$ cat config.mk
export PLATFORM = sky130hd
export DESIGN_NAME = backtracking_maze_carver
export DESIGN_NICKNAME = d
export VERILOG_FILES = /design/src/rtl/bmc_pkg.sv /design/src/rtl/backtracking_maze_carver.sv
export SDC_FILE = /design/constraint.sdc
export NUM_CORES = 2
export LEC_CHECK = 0
export BUFFER_PORTS_ARGS = -buffer_cell sky130_fd_sc_hd__buf_4
export CELL_PAD_IN_SITES_DETAIL_PLACEMENT = 0
export CELL_PAD_IN_SITES_GLOBAL_PLACEMENT = 1
export CORE_MARGIN = 3
export CORE_UTILIZATION = 39
export CTS_CLUSTER_DIAMETER = 120
export DETAILED_ROUTE_END_ITERATION = 8
export PLACE_DENSITY = 0.62
export SETUP_SLACK_MARGIN = 0.5
export SLEW_MARGIN = 20
export SYNTH_ARGS = -nofsm -noshare
export SYNTH_HDL_FRONTEND = slang
export SYNTH_SLANG_ARGS = --single-unit
$ cat constraint.sdc
create_clock -name clk -period 12.1 [get_ports clk]
set_input_delay 3.63 -clock clk [delete_from_list [all_inputs] [get_ports clk]]
set_output_delay 3.63 -clock clk [all_outputs]
set_load 0.005 [all_outputs]
$ cat src/rtl/bmc_pkg.sv
package bmc_pkg;

  localparam int GRID_W      = 32;
  localparam int GRID_H      = 16;
  localparam int STACK_DEPTH = 128;

  localparam int X_W      = $clog2(GRID_W);
  localparam int Y_W      = $clog2(GRID_H);
  localparam int MAP_AW   = X_W + Y_W;
  localparam int MAP_SIZE = GRID_W * GRID_H;
  localparam int STK_AW   = $clog2(STACK_DEPTH);
  localparam int CNT_W    = 8;
  localparam int MS_W     = 32;
  localparam int CFG_W    = 16;
  localparam int RND_W    = 32;
  localparam int ACT_W    = 3;
  localparam int NIB_W    = 4;
  localparam int MOD_STEPS = RND_W / NIB_W;
  localparam int MODC_W   = $clog2(MOD_STEPS + 1);

  localparam logic [ACT_W-1:0] ACT_INIT      = 3'd0;
  localparam logic [ACT_W-1:0] ACT_THROTTLED = 3'd1;
  localparam logic [ACT_W-1:0] ACT_CARVED    = 3'd2;
  localparam logic [ACT_W-1:0] ACT_BACKTRACK = 3'd3;
  localparam logic [ACT_W-1:0] ACT_WAITING   = 3'd4;
  localparam logic [ACT_W-1:0] ACT_RESTART   = 3'd5;

  localparam logic REG_FRAME_INTERVAL = 1'b0;
  localparam logic REG_RESTART_HOLD   = 1'b1;

  // Directions in probe order.
  localparam logic [1:0] DIR_XP = 2'd0;
  localparam logic [1:0] DIR_XN = 2'd1;
  localparam logic [1:0] DIR_YP = 2'd2;
  localparam logic [1:0] DIR_YN = 2'd3;

  typedef struct packed {
    logic [MS_W-1:0]  now_ms;
    logic [RND_W-1:0] random_value;
    logic             force_restart;
    logic [X_W-1:0]   query_x;
    logic [Y_W-1:0]   query_y;
  } in_t;

  typedef struct packed {
    logic [ACT_W-1:0] action;
    logic [X_W-1:0]   head_x;
    logic [Y_W-1:0]   head_y;
    logic [CNT_W-1:0] stack_depth;
    logic [X_W-1:0]   carved_x;
    logic [Y_W-1:0]   carved_y;
    logic             query_open;
  } out_t;

  // One residue step of a modulo-3 reduction: 16 is 1 mod 3, so each nibble
  // simply adds to the running residue.
  function automatic logic [1:0] mod3_add(input logic [1:0] r, input logic [NIB_W-1:0] d);
    logic [4:0] v;
    v = {3'b000, r} + {1'b0, d};
    if (v >= 5'd12) v = v - 5'd12;
    if (v >= 5'd6)  v = v - 5'd6;
    if (v >= 5'd3)  v = v - 5'd3;
    return v[1:0];
  endfunction

  function automatic logic [2:0] count_set(input logic [3:0] m);
    return {2'b00, m[0]} + {2'b00, m[1]} + {2'b00, m[2]} + {2'b00, m[3]};
  endfunction

  // Returns the direction of the k-th set bit of the mask.
  function automatic logic [1:0] pick_dir(input logic [3:0] m, input logic [1:0] k);
    logic [1:0] seen;
    logic [1:0] dir;
    logic       found;
    seen  = 2'd0;
    dir   = DIR_XP;
    found = 1'b0;
    for (int i = 0; i < 4; i++) begin
      if (m[i]) begin
        if (!found && seen == k) begin
          dir   = i[1:0];
          found = 1'b1;
        end
        seen = seen + 2'd1;
      end
    end
    return dir;
  endfunction

endpackage

$ cat src/rtl/backtracking_maze_carver.sv
// Channel   Direction  Handshake               Payload
// in        input      in_valid / in_ready     in_data  (in_t)
// out       output     out_valid / out_ready   out_data (out_t)
// cfg       input      cfg_we                  cfg_index, cfg_data
//
// One item is handled at a time; in_ready is high only while the sequencer is idle.
// A throttled item passes through the query read and wait states to S_DONE; a waiting or
// restart item goes through S_HOLD first. A carving or backtracking step probes, then waits
// in S_DECIDE for the nibble-serial modulo-3 unit, which outlasts the four neighbour probes
// through the single read port of the grid memory; it then carves or pops (a pop that empties
// the stack skips the stack read) before the query read. Apart from an initialising item,
// in_ready returns on the cycle after the result is loaded. An initialising item goes straight
// to S_DONE and is then followed by a clearing pass over all 512 cells before the next transfer.
// Reset is synchronous; the grid needs no pass after reset, as the first item
// always initialises. A stalled result waits in the output register.
module backtracking_maze_carver
  import bmc_pkg::*;
(
  input  logic             clk,
  input  logic             rst,
  input  logic             in_valid,
  output logic             in_ready,
  input  in_t              in_data,
  output logic             out_valid,
  input  logic             out_ready,
  output out_t             out_data,
  input  logic             cfg_we,
  input  logic             cfg_index,
  input  logic [CFG_W-1:0] cfg_data
);

  typedef enum logic [11:0] {
    S_IDLE       = 12'b0000_0000_0001,
    S_PROBE      = 12'b0000_0000_0010,
    S_DECIDE     = 12'b0000_0000_0100,
    S_CARVE_MID  = 12'b0000_0000_1000,
    S_CARVE_TGT  = 12'b0000_0001_0000,
    S_POP_RD     = 12'b0000_0010_0000,
    S_POP_WAIT   = 12'b0000_0100_0000,
    S_HOLD       = 12'b0000_1000_0000,
    S_QUERY_RD   = 12'b0001_0000_0000,
    S_QUERY_WAIT = 12'b0010_0000_0000,
    S_DONE       = 12'b0100_0000_0000,
    S_SWEEP      = 12'b1000_0000_0000
  } state_t;

  state_t state;

  logic             open_mem [MAP_SIZE];
  logic [MAP_AW-1:0] map_raddr;
  logic              map_rdata;
  logic              map_we;
  logic [MAP_AW-1:0] map_waddr;
  logic              map_wdata;

  logic [X_W+Y_W-1:0] stack_mem [STACK_DEPTH];
  logic [STK_AW-1:0]  stk_raddr;
  logic [X_W+Y_W-1:0] stk_rdata;
  logic               stk_we;
  logic [STK_AW-1:0]  stk_waddr;
  logic [X_W+Y_W-1:0] stk_wdata;

  in_t              item;
  logic             initialized;
  logic [MS_W-1:0]  last_ms;
  logic [MS_W-1:0]  complete_ms;
  logic [CFG_W-1:0] frame_ms;
  logic [CFG_W-1:0] hold_ms;
  logic [CNT_W-1:0] stack_count;
  logic [X_W-1:0]   head_x;
  logic [Y_W-1:0]   head_y;
  logic [ACT_W-1:0] res_action;
  logic [X_W-1:0]   carved_x;
  logic [Y_W-1:0]   carved_y;
  logic             query_open;
  logic [2:0]       probe_idx;
  logic [3:0]       valid_mask;
  logic [RND_W-1:0] mod_sh;
  logic [1:0]       mod_r;
  logic [MODC_W-1:0] mod_cnt;
  logic [MAP_AW-1:0] sweep_cnt;
  logic [X_W-1:0]   mid_x;
  logic [Y_W-1:0]   mid_y;
  logic [X_W-1:0]   tgt_x;
  logic [Y_W-1:0]   tgt_y;

  logic             accept;
  logic [MS_W-1:0]  since_step;
  logic [MS_W-1:0]  complete_eff;
  logic [MS_W-1:0]  since_done;
  logic [3:0]       in_bounds;
  logic [1:0]       probe_dir;
  logic [X_W-1:0]   nb_x;
  logic [Y_W-1:0]   nb_y;
  logic [2:0]       valid_cnt;
  logic [1:0]       pick_k;
  logic [1:0]       dir;
  logic [CNT_W-1:0] count_dec;

  assign in_ready   = (state == S_IDLE);
  assign accept     = in_valid && in_ready;
  assign since_step = in_data.now_ms - last_ms;
  assign complete_eff = (complete_ms == '0) ? item.now_ms : complete_ms;
  assign since_done = item.now_ms - complete_eff;
  assign count_dec  = stack_count - CNT_W'(1);

  // A neighbour two cells away stays strictly inside the border.
  assign in_bounds[DIR_XP] = head_x < X_W'(GRID_W - 3);
  assign in_bounds[DIR_XN] = head_x > X_W'(2);
  assign in_bounds[DIR_YP] = head_y < Y_W'(GRID_H - 3);
  assign in_bounds[DIR_YN] = head_y > Y_W'(2);

  assign probe_dir = probe_idx[1:0];

  always_comb begin
    nb_x = head_x;
    nb_y = head_y;
    case (probe_dir)
      DIR_XP:  nb_x = head_x + X_W'(2);
      DIR_XN:  nb_x = head_x - X_W'(2);
      DIR_YP:  nb_y = head_y + Y_W'(2);
      DIR_YN:  nb_y = head_y - Y_W'(2);
      default: nb_x = head_x;
    endcase
  end

  assign valid_cnt = count_set(valid_mask);

  always_comb begin
    case (valid_cnt)
      3'd2:    pick_k = {1'b0, item.random_value[0]};
      3'd3:    pick_k = mod_r;
      3'd4:    pick_k = item.random_value[1:0];
      default: pick_k = 2'd0;
    endcase
  end

  assign dir = pick_dir(valid_mask, pick_k);

  // Grid memory port control.
  always_comb begin
    map_raddr = {item.query_x, item.query_y};
    map_we    = 1'b0;
    map_waddr = {mid_x, mid_y};
    map_wdata = 1'b1;
    case (state)
      S_PROBE: begin
        map_raddr = {nb_x, nb_y};
      end
      S_CARVE_MID: begin
        map_we = 1'b1;
      end
      S_CARVE_TGT: begin
        map_we    = 1'b1;
        map_waddr = {tgt_x, tgt_y};
      end
      S_SWEEP: begin
        map_we    = 1'b1;
        map_waddr = sweep_cnt;
        map_wdata = (sweep_cnt == {X_W'(1), Y_W'(1)});
      end
      default: begin
        map_we = 1'b0;
      end
    endcase
  end

  // Stack memory port control.
  always_comb begin
    stk_raddr = count_dec[STK_AW-1:0];
    stk_we    = 1'b0;
    stk_waddr = stack_count[STK_AW-1:0];
    stk_wdata = {tgt_x, tgt_y};
    if (accept && (in_data.force_restart || !initialized)) begin
      stk_we    = 1'b1;
      stk_waddr = '0;
      stk_wdata = {X_W'(1), Y_W'(1)};
    end else if (state == S_CARVE_TGT) begin
      stk_we = 1'b1;
    end
  end

  always_ff @(posedge clk) begin
    if (map_we) begin
      open_mem[map_waddr] <= map_wdata;
    end
    map_rdata <= open_mem[map_raddr];
  end

  always_ff @(posedge clk) begin
    if (stk_we) begin
      stack_mem[stk_waddr] <= stk_wdata;
    end
    stk_rdata <= stack_mem[stk_raddr];
  end

  // Configuration registers.
  always_ff @(posedge clk) begin
    if (rst) begin
      frame_ms <= CFG_W'(20);
      hold_ms  <= CFG_W'(3000);
    end else if (cfg_we) begin
      case (cfg_index)
        REG_FRAME_INTERVAL: frame_ms <= cfg_data;
        REG_RESTART_HOLD:   hold_ms  <= cfg_data;
        default:            frame_ms <= frame_ms;
      endcase
    end
  end

  // Nibble-serial residue of the random word modulo three.
  always_ff @(posedge clk) begin
    if (rst) begin
      mod_cnt <= MODC_W'(MOD_STEPS);
    end else if (accept) begin
      mod_sh  <= in_data.random_value;
      mod_r   <= 2'd0;
      mod_cnt <= '0;
    end else if (mod_cnt != MODC_W'(MOD_STEPS)) begin
      mod_r   <= mod3_add(mod_r, mod_sh[NIB_W-1:0]);
      mod_sh  <= mod_sh >> NIB_W;
      mod_cnt <= mod_cnt + MODC_W'(1);
    end
  end

  always_ff @(posedge clk) begin
    if (rst) begin
      state       <= S_IDLE;
      initialized <= 1'b0;
      last_ms     <= '0;
      complete_ms <= '0;
      stack_count <= CNT_W'(1);
      head_x      <= X_W'(1);
      head_y      <= Y_W'(1);
      out_valid   <= 1'b0;
      probe_idx   <= '0;
      sweep_cnt   <= '0;
    end else begin
      // In S_DONE the output register is reloaded instead, so it is left alone here.
      if (out_valid && out_ready && state != S_DONE) begin
        out_valid <= 1'b0;
      end
      case (state)
        S_IDLE: begin
          if (accept) begin
            item     <= in_data;
            carved_x <= '0;
            carved_y <= '0;
            if (in_data.force_restart || !initialized) begin
              initialized <= 1'b1;
              last_ms     <= in_data.now_ms;
              complete_ms <= '0;
              stack_count <= CNT_W'(1);
              head_x      <= X_W'(1);
              head_y      <= Y_W'(1);
              res_action  <= ACT_INIT;
              // After initialising only cell (1,1) is open.
              query_open  <= (in_data.query_x == X_W'(1)) && (in_data.query_y == Y_W'(1));
              state       <= S_DONE;
            end else if (since_step < {{(MS_W-CFG_W){1'b0}}, frame_ms}) begin
              res_action <= ACT_THROTTLED;
              state      <= S_QUERY_RD;
            end else begin
              last_ms <= in_data.now_ms;
              if (stack_count != '0) begin
                probe_idx  <= '0;
                valid_mask <= '0;
                state      <= S_PROBE;
              end else begin
                state <= S_HOLD;
              end
            end
          end
        end
        S_PROBE: begin
          // Read data for the previous probe arrives in the cycle after its address.
          if (probe_idx != '0) begin
            valid_mask[probe_idx[1:0] - 2'd1] <= in_bounds[probe_idx[1:0] - 2'd1] && !map_rdata;
          end
          if (probe_idx == 3'd4) begin
            state <= S_DECIDE;
          end else begin
            probe_idx <= probe_idx + 3'd1;
          end
        end
        S_DECIDE: begin
          if (mod_cnt == MODC_W'(MOD_STEPS)) begin
            if (valid_cnt != 3'd0 && stack_count < CNT_W'(STACK_DEPTH)) begin
              mid_x <= head_x;
              mid_y <= head_y;
              tgt_x <= head_x;
              tgt_y <= head_y;
              case (dir)
                DIR_XP: begin
                  mid_x <= head_x + X_W'(1);
                  tgt_x <= head_x + X_W'(2);
                end
                DIR_XN: begin
                  mid_x <= head_x - X_W'(1);
                  tgt_x <= head_x - X_W'(2);
                end
                DIR_YP: begin
                  mid_y <= head_y + Y_W'(1);
                  tgt_y <= head_y + Y_W'(2);
                end
                DIR_YN: begin
                  mid_y <= head_y - Y_W'(1);
                  tgt_y <= head_y - Y_W'(2);
                end
                default: begin
                  mid_x <= head_x;
                end
              endcase
              res_action <= ACT_CARVED;
              state      <= S_CARVE_MID;
            end else begin
              res_action  <= ACT_BACKTRACK;
              stack_count <= count_dec;
              if (count_dec != '0) begin
                state <= S_POP_RD;
              end else begin
                head_x <= '0;
                head_y <= '0;
                state  <= S_QUERY_RD;
              end
            end
          end
        end
        S_CARVE_MID: begin
          state <= S_CARVE_TGT;
        end
        S_CARVE_TGT: begin
          stack_count <= stack_count + CNT_W'(1);
          head_x      <= tgt_x;
          head_y      <= tgt_y;
          carved_x    <= tgt_x;
          carved_y    <= tgt_y;
          state       <= S_QUERY_RD;
        end
        S_POP_RD: begin
          state <= S_POP_WAIT;
        end
        S_POP_WAIT: begin
          head_x <= stk_rdata[X_W+Y_W-1:Y_W];
          head_y <= stk_rdata[Y_W-1:0];
          state  <= S_QUERY_RD;
        end
        S_HOLD: begin
          if (since_done > {{(MS_W-CFG_W){1'b0}}, hold_ms}) begin
            complete_ms <= '0;
            initialized <= 1'b0;
            res_action  <= ACT_RESTART;
          end else begin
            complete_ms <= complete_eff;
            res_action  <= ACT_WAITING;
          end
          state <= S_QUERY_RD;
        end
        S_QUERY_RD: begin
          state <= S_QUERY_WAIT;
        end
        S_QUERY_WAIT: begin
          query_open <= map_rdata;
          state      <= S_DONE;
        end
        S_DONE: begin
          if (!out_valid || out_ready) begin
            out_valid            <= 1'b1;
            out_data.action      <= res_action;
            out_data.head_x      <= head_x;
            out_data.head_y      <= head_y;
            out_data.stack_depth <= stack_count;
            out_data.carved_x    <= carved_x;
            out_data.carved_y    <= carved_y;
            out_data.query_open  <= query_open;
            sweep_cnt            <= '0;
            state <= (res_action == ACT_INIT) ? S_SWEEP : S_IDLE;
          end
        end
        S_SWEEP: begin
          sweep_cnt <= sweep_cnt + MAP_AW'(1);
          if (sweep_cnt == MAP_AW'(MAP_SIZE - 1)) begin
            state <= S_IDLE;
          end
        end
        default: begin
          state <= S_IDLE;
        end
      endcase
    end
  end

  a_one_at_a_time: assert property (@(posedge clk) disable iff (rst)
    accept |=> !in_ready)
    else $error("item accepted while another was in progress");

  a_depth_bound: assert property (@(posedge clk) disable iff (rst)
    stack_count <= CNT_W'(STACK_DEPTH))
    else $error("stack count beyond stack depth");

  a_push_room: assert property (@(posedge clk) disable iff (rst)
    (state == S_CARVE_TGT) |-> (stack_count < CNT_W'(STACK_DEPTH)))
    else $error("push onto a full stack");

  a_sweep_end: assert property (@(posedge clk) disable iff (rst)
    (state == S_SWEEP && sweep_cnt == MAP_AW'(MAP_SIZE - 1)) |=> (state == S_IDLE))
    else $error("clearing pass did not finish");

  a_result_once: assert property (@(posedge clk) disable iff (rst)
    (state == S_DONE && (!out_valid || out_ready)) |=> out_valid)
    else $error("result not presented");

endmodule

-- After elaboration in Yosys (flattened, before gate mapping)
Memories as Yosys holds them, arrays and structs flattened. A register that Yosys moved wholly into a read port is not among the register bits.
Cells that the tools add are included.
- bits in registers: 285
- latch bits: 0
- RAM bits: 1664
- memory bits (read-only): 0
- bits of input ports: 96
- output and inout bits: 32
- logic and storage cells: 307
- memories kept: 2
- memories (memory ; depth ; bits a word ; rd ports ; clocked after Yosys merged registers in ; wr ports ; RTL line ; source):
    stack_mem ; 128 ; 9 ; 1 ; 1 ; 1 ; backtracking_maze_carver.sv:56 ; logic [X_W+Y_W-1:0] stack_mem [STACK_DEPTH];
    open_mem ; 512 ; 1 ; 1 ; 1 ; 1 ; backtracking_maze_carver.sv:49 ; logic open_mem [MAP_SIZE];
- $add $sub $neg: 25
- $mul: 0
- div/mod/pow operators: 0
- order comparisons: 12
- eq/ne operators: 48
- shift operators: 0
- multiplexer cells: 124
- bitwise logic cells: 2
- reductions and logical operators: 58
- operators with widths (kind ; count):
    $mux W32 ; 8
    $pmux W12 S10 ; 1
    $mux W12 ; 6
    $mux W5 ; 14
    $pmux W32 S2 ; 1
    $sub A32 B32 Y32 ; 2
    $mux W9 ; 6
    $mux W4 ; 13
    $mux W8 ; 5
    $pmux W4 S2 ; 5
    $pmux W5 S2 ; 4
    $pmux W9 S2 ; 2
    $gt A32 B16 Y1 ; 1
    $logic_not A32 Y1 ; 1
    $lt A32 B16 Y1 ; 1
    $mux W1 ; 29
    $mux W3 ; 9
    $ne A2 B2 Y1 const B ; 12
    $pmux W8 S3 ; 1
    $pmux W5 S4 ; 1
    $mux W2 ; 8
    $pmux W4 S4 ; 1
    $reduce_bool A8 Y1 ; 2
    $reduce_and A3 Y1 ; 5
    82 further kinds ; 131

-- Depth between registers and ports, before layout
- depth in word-level cells: 22
- depth in mapped cells: 28
- gate-level depth less buffers: 26

-- Worst setup path after synthesis
Ideal clock, no wire load.
- kind: register to register
- start point: reg state[2]
- end point: mem open_mem[0] (data pin)
- setup time: 2.053 ns
- arrival: 6.349 ns
- data required time: 10.047 ns
- slack: 3.698 ns
- stages on the path, launching flop included: 7
- buffers on the path: 1
- clock period less this slack: 8.402 ns
- cell sequence: dfxtp_1 > nor4_4 > nand2_1 > or3_1 > nor3b_2 > clkbuf_1 > nand2_1
- cells in the longest elaborated chain, start to end: 2
- ends and longest elaborated chain (what ; RTL line ; source):
    start, declared ; backtracking_maze_carver.sv:47 ; state_t state;
    start signal, assigned ; backtracking_maze_carver.sv:377 ; state <= (res_action == ACT_INIT) ? S_SWEEP : S_IDLE;
    $eq A12 B12 Y1 ; backtracking_maze_carver.sv:146 ; case (state)
    $mux W1 ; backtracking_maze_carver.sv:146 ;
    net map_wdata ; backtracking_maze_carver.sv:54 ; logic map_wdata;
    end, declared ; backtracking_maze_carver.sv:49 ;
The timed path passes the listed nets, and every way through them passes these cells.

-- Worst setup path after layout
- start point: in in_data[43] (netlist bit)
- end point: reg res_action[1], enable pin
- cells in the longest elaborated chain, start to end: 4
- ends and longest elaborated chain (what ; RTL line ; source):
    start, declared ; backtracking_maze_carver.sv:23 ; input in_t in_data,
    $sub A32 B32 Y32 ; backtracking_maze_carver.sv:102 ; assign since_step = in_data.now_ms - last_ms;
    $lt A32 B16 Y1 ; backtracking_maze_carver.sv:260 ; end else if (since_step < {{(MS_W-CFG_W){1'b0}}, frame_ms}) begin
    $ne A3 B1 Y1 (no source line) ; n/a ;
    $reduce_and A5 Y1 (no source line) ; n/a ;
    end signal, assigned ; backtracking_maze_carver.sv:256 ; res_action <= ACT_INIT;
    end signal, assigned ; backtracking_maze_carver.sv:261 ; res_action <= ACT_THROTTLED;
    end signal, assigned ; backtracking_maze_carver.sv:314 ; res_action <= ACT_CARVED;
    end, declared ; backtracking_maze_carver.sv:72 ; logic [ACT_W-1:0] res_action;
No other way between the ends.
A chain may end at the register's enable or synchronous reset.

==> results.ini <==
[worst_setup_path]
worst-path-max-fanout=5
crit_path_start_kind=input pin
critical_path_required_ns=12.54
critical_path.max_stage_delay_ns=0.89
timing_worst_setup_path_type=in2reg
critical_path.cell_chain=buf_4 -> ha_1 -> nor2b_1 -> o31a_1 -> o31ai_1 -> nand3_1 -> xor2_1 -> ha_1 -> nand4_1 -> nor2_1 -> o31a_1 -> a2111oi_2 -> o21ai_1 -> nor4_1 -> and4_1 -> a21oi_1 -> a2111oi_0
setup.worst_path.end_class=register
crit_arrival_ns=8.51
crit_slowest_cell=a2111oi_0
worst-r2r-setup-slack_ns=4.72

[timing]
timing.fmax_mhz=124
final.period_utilization_pct=66.7
fin_setup_tns_ns=0
worst_slew_margin_rel_pct=9.89
tightestPinTransition_ns=1.35
rsz0062_at_grt=no
maxSlewViolCount=0
hold_violations=0
finalSetupViolations=0
clock_skew_ns=0.0630
final.min_clock_period_ns=8.07

[grt]
antenna_found_initial=6
grt_pass1_wl_um=345000
globalRouteOverflowTotal=0
vias_in_the_first_global_route=49700
largest_net_degree_at_the_start_of_global_routing=283
grt.total_usage_pct=20.7

[place]
dpl.hpwl_um=144000
globalplace.congestion=0.840
io_buffer_count=127

[route]
ant_nets=0
route.detailed.drc=0
initialDrtViolationCount=4864
detailroute.via_count=50500
via_per_inst=5.66
route.detailed.wl_per_inst_um=26.4
routed_wl_um=236000
dr.pass1.iters=6

[clock_tree]
clkLatencyLatePin_ns=0.85
post-cts-setup-buffer-count=0
clockBufferDepth=3
cts_buffers=208
cts_htree_levels=4
cts_root_buffer=clkbuf_16
cts.reportedPaths.clkPinSlew_ns=0.06
post_cts.resized_instances=0
hold_buf_cts=0
cts_tree=built
cts_num_sinks=1959

[synthesis]
synth_area_mm2=0.0854
synth-warning-count=0
proportion_of_netlist_area_held_by_the_largest_area_contributor_pct=63.5
library_cell_with_the_highest_instance_count_after_synthesis=edfxtp_1
yosys-top-cells-area=edfxtp_1 64%, mux4_2 10%, dfxtp_1 3.6%
post-synth-top-area-cell=edfxtp_1
post_synth_inst_count=5797
synth_sequential_area_ratio_pct=67.1
ys_seq_elements=1959
async_flop_share_pct=0
number_of_enable_type_register_cells_in_the_synthesized_netlist=1806
mappedNetlistNets=6029
ys.flop_type=edfxtp_1
synth_cell_type_count=93
synthesis.area_per_instance_um2=14.7
synthTopCellsByCount=1806 x edfxtp_1, 795 x nor2_1, 552 x nand2_1

[run_status]
run_status=complete, no violations

[die]
die_area_mm2=0.225
initial_core_util_pct=39.3
fp.coreArea_mm2=0.217
rows=171
io_pins=128
die-height_um=474
chipWidth_um=474

[layout]
multi_input_area_mm2=0.0265
filler_cell_count=19500
nNetsFinal=6117
drive_gt1_share_pct=17.1
area_growth_syn_to_layout_pct=12.8
postLayoutCoreUtil_pct=44.3
final-seq-area_mm2=0.0573

[power]
cellLeakagePower_uw=0.0316
power.density_mw_per_mm2=175
irDropWorstVdd_uv=167

[min_path]
worst_hold_path_type=reg2reg

[flow_run]
total_of_max_cap_violations=0

routing by layer:
metal  global-route usage (%)  wire [µm]  vias to the layer above  share of wire, %
li1                         -          -                    22400                 -
met1                     29.7     105000                    26300                45
met2                     33.7     113000                     1431                48
met3                     2.90      12400                      286               5.3
met4                     4.72       4600                        0               1.9
met5                        0          0                        -                 0
worst max-delay path, delay by kind of cell:
kind	cells	cell delay, ns
and+or+nand+nor	6	1.19
adders and majority gates	2	0.60
AOI/OAI and AO/OA	7	2.76
xor gates and xnor gates	1	0.20
buffers and inverters	1	0.13
state kept, by name (all words and copies together) (netlist names), 30 cells and up:
| signal | cells |
|---|---|
| open_mem | 512 |
| mod_sh | 32 |
| item | 43 |
| complete_ms | 32 |
| stack_mem | 1152 |
| last_ms | 32 |
| out_data | 30 |
through the flow:
step	area, µm²	hold slack, ns	setup WS, ns	power, µW	std cells
finish	96300	0.425	4.03	16900	8918
global route	96300	0.428	3.57	17500	8916
CTS	96200	0.424	4.11	17000	8913
detailed placement	89500	0.412	3.19	10700	8527
global placement	89500	0.411	3.20	10700	8527
floorplan	85400	0.400	3.70	9800	5797
worst paths after layout:
path                         from            end  depth (start not counted)
setup reg to reg  complete_ms[23]  res_action[0]                         23
setup / recovery      in_data[43]  res_action[1]                         17
hold / removal        carved_x[2]    out_data[7]                          0
hold reg to reg       carved_x[2]    out_data[7]                          0
area by class of cell:
class	count	area share (%)
diodes	3	0.00779
clock buffers	260	5.70
clock inverters	126	1.30
inverters	107	0.417
repair buffers	224	1.87
flip-flops and latches	1959	59.5
multi-input cells	3385	27.5
well taps	2854	3.71
placed cells by master, fill, tap and decap left out, drive strengths merged, types with 26 or more instances in the layout:
cell type  instances
and2              27
mux4             396
nor3              57
a211oi            26
nand4             62
a22oi             46
inv              109
xnor2             52
edfxtp          1806
a31oi             26
nor2             795
o21ai             83
nor4              64
o21ba             31
a21o              31
ha               130
buf              224
a21oi            226
xor2              26
mux2i            141
dfxtp            153
and3              60
nand2b            91
nand2            556
nand3            138
clkinv            99
clkbuf           260
where the power goes:
group | internal (µW) | total [µW] | switching, µW
Combinational | 990 | 2780 | 1790
Clock | 3590 | 6280 | 2690
Sequential | 7730 | 7810 | 78.1
logic make-up after synthesis:
kind of cell,synth area share [%]
multiplexers,12.3
AND/OR/NAND/NOR,10.3
AO/OA/AOI/OAI,5.29
adder cells (fa/ha/maj),2.06
XOR/XNOR,0.800
flip-flops,67.1
buffers and inverters,2.22
Note: power is estimated with default switching activity, not from simulation.
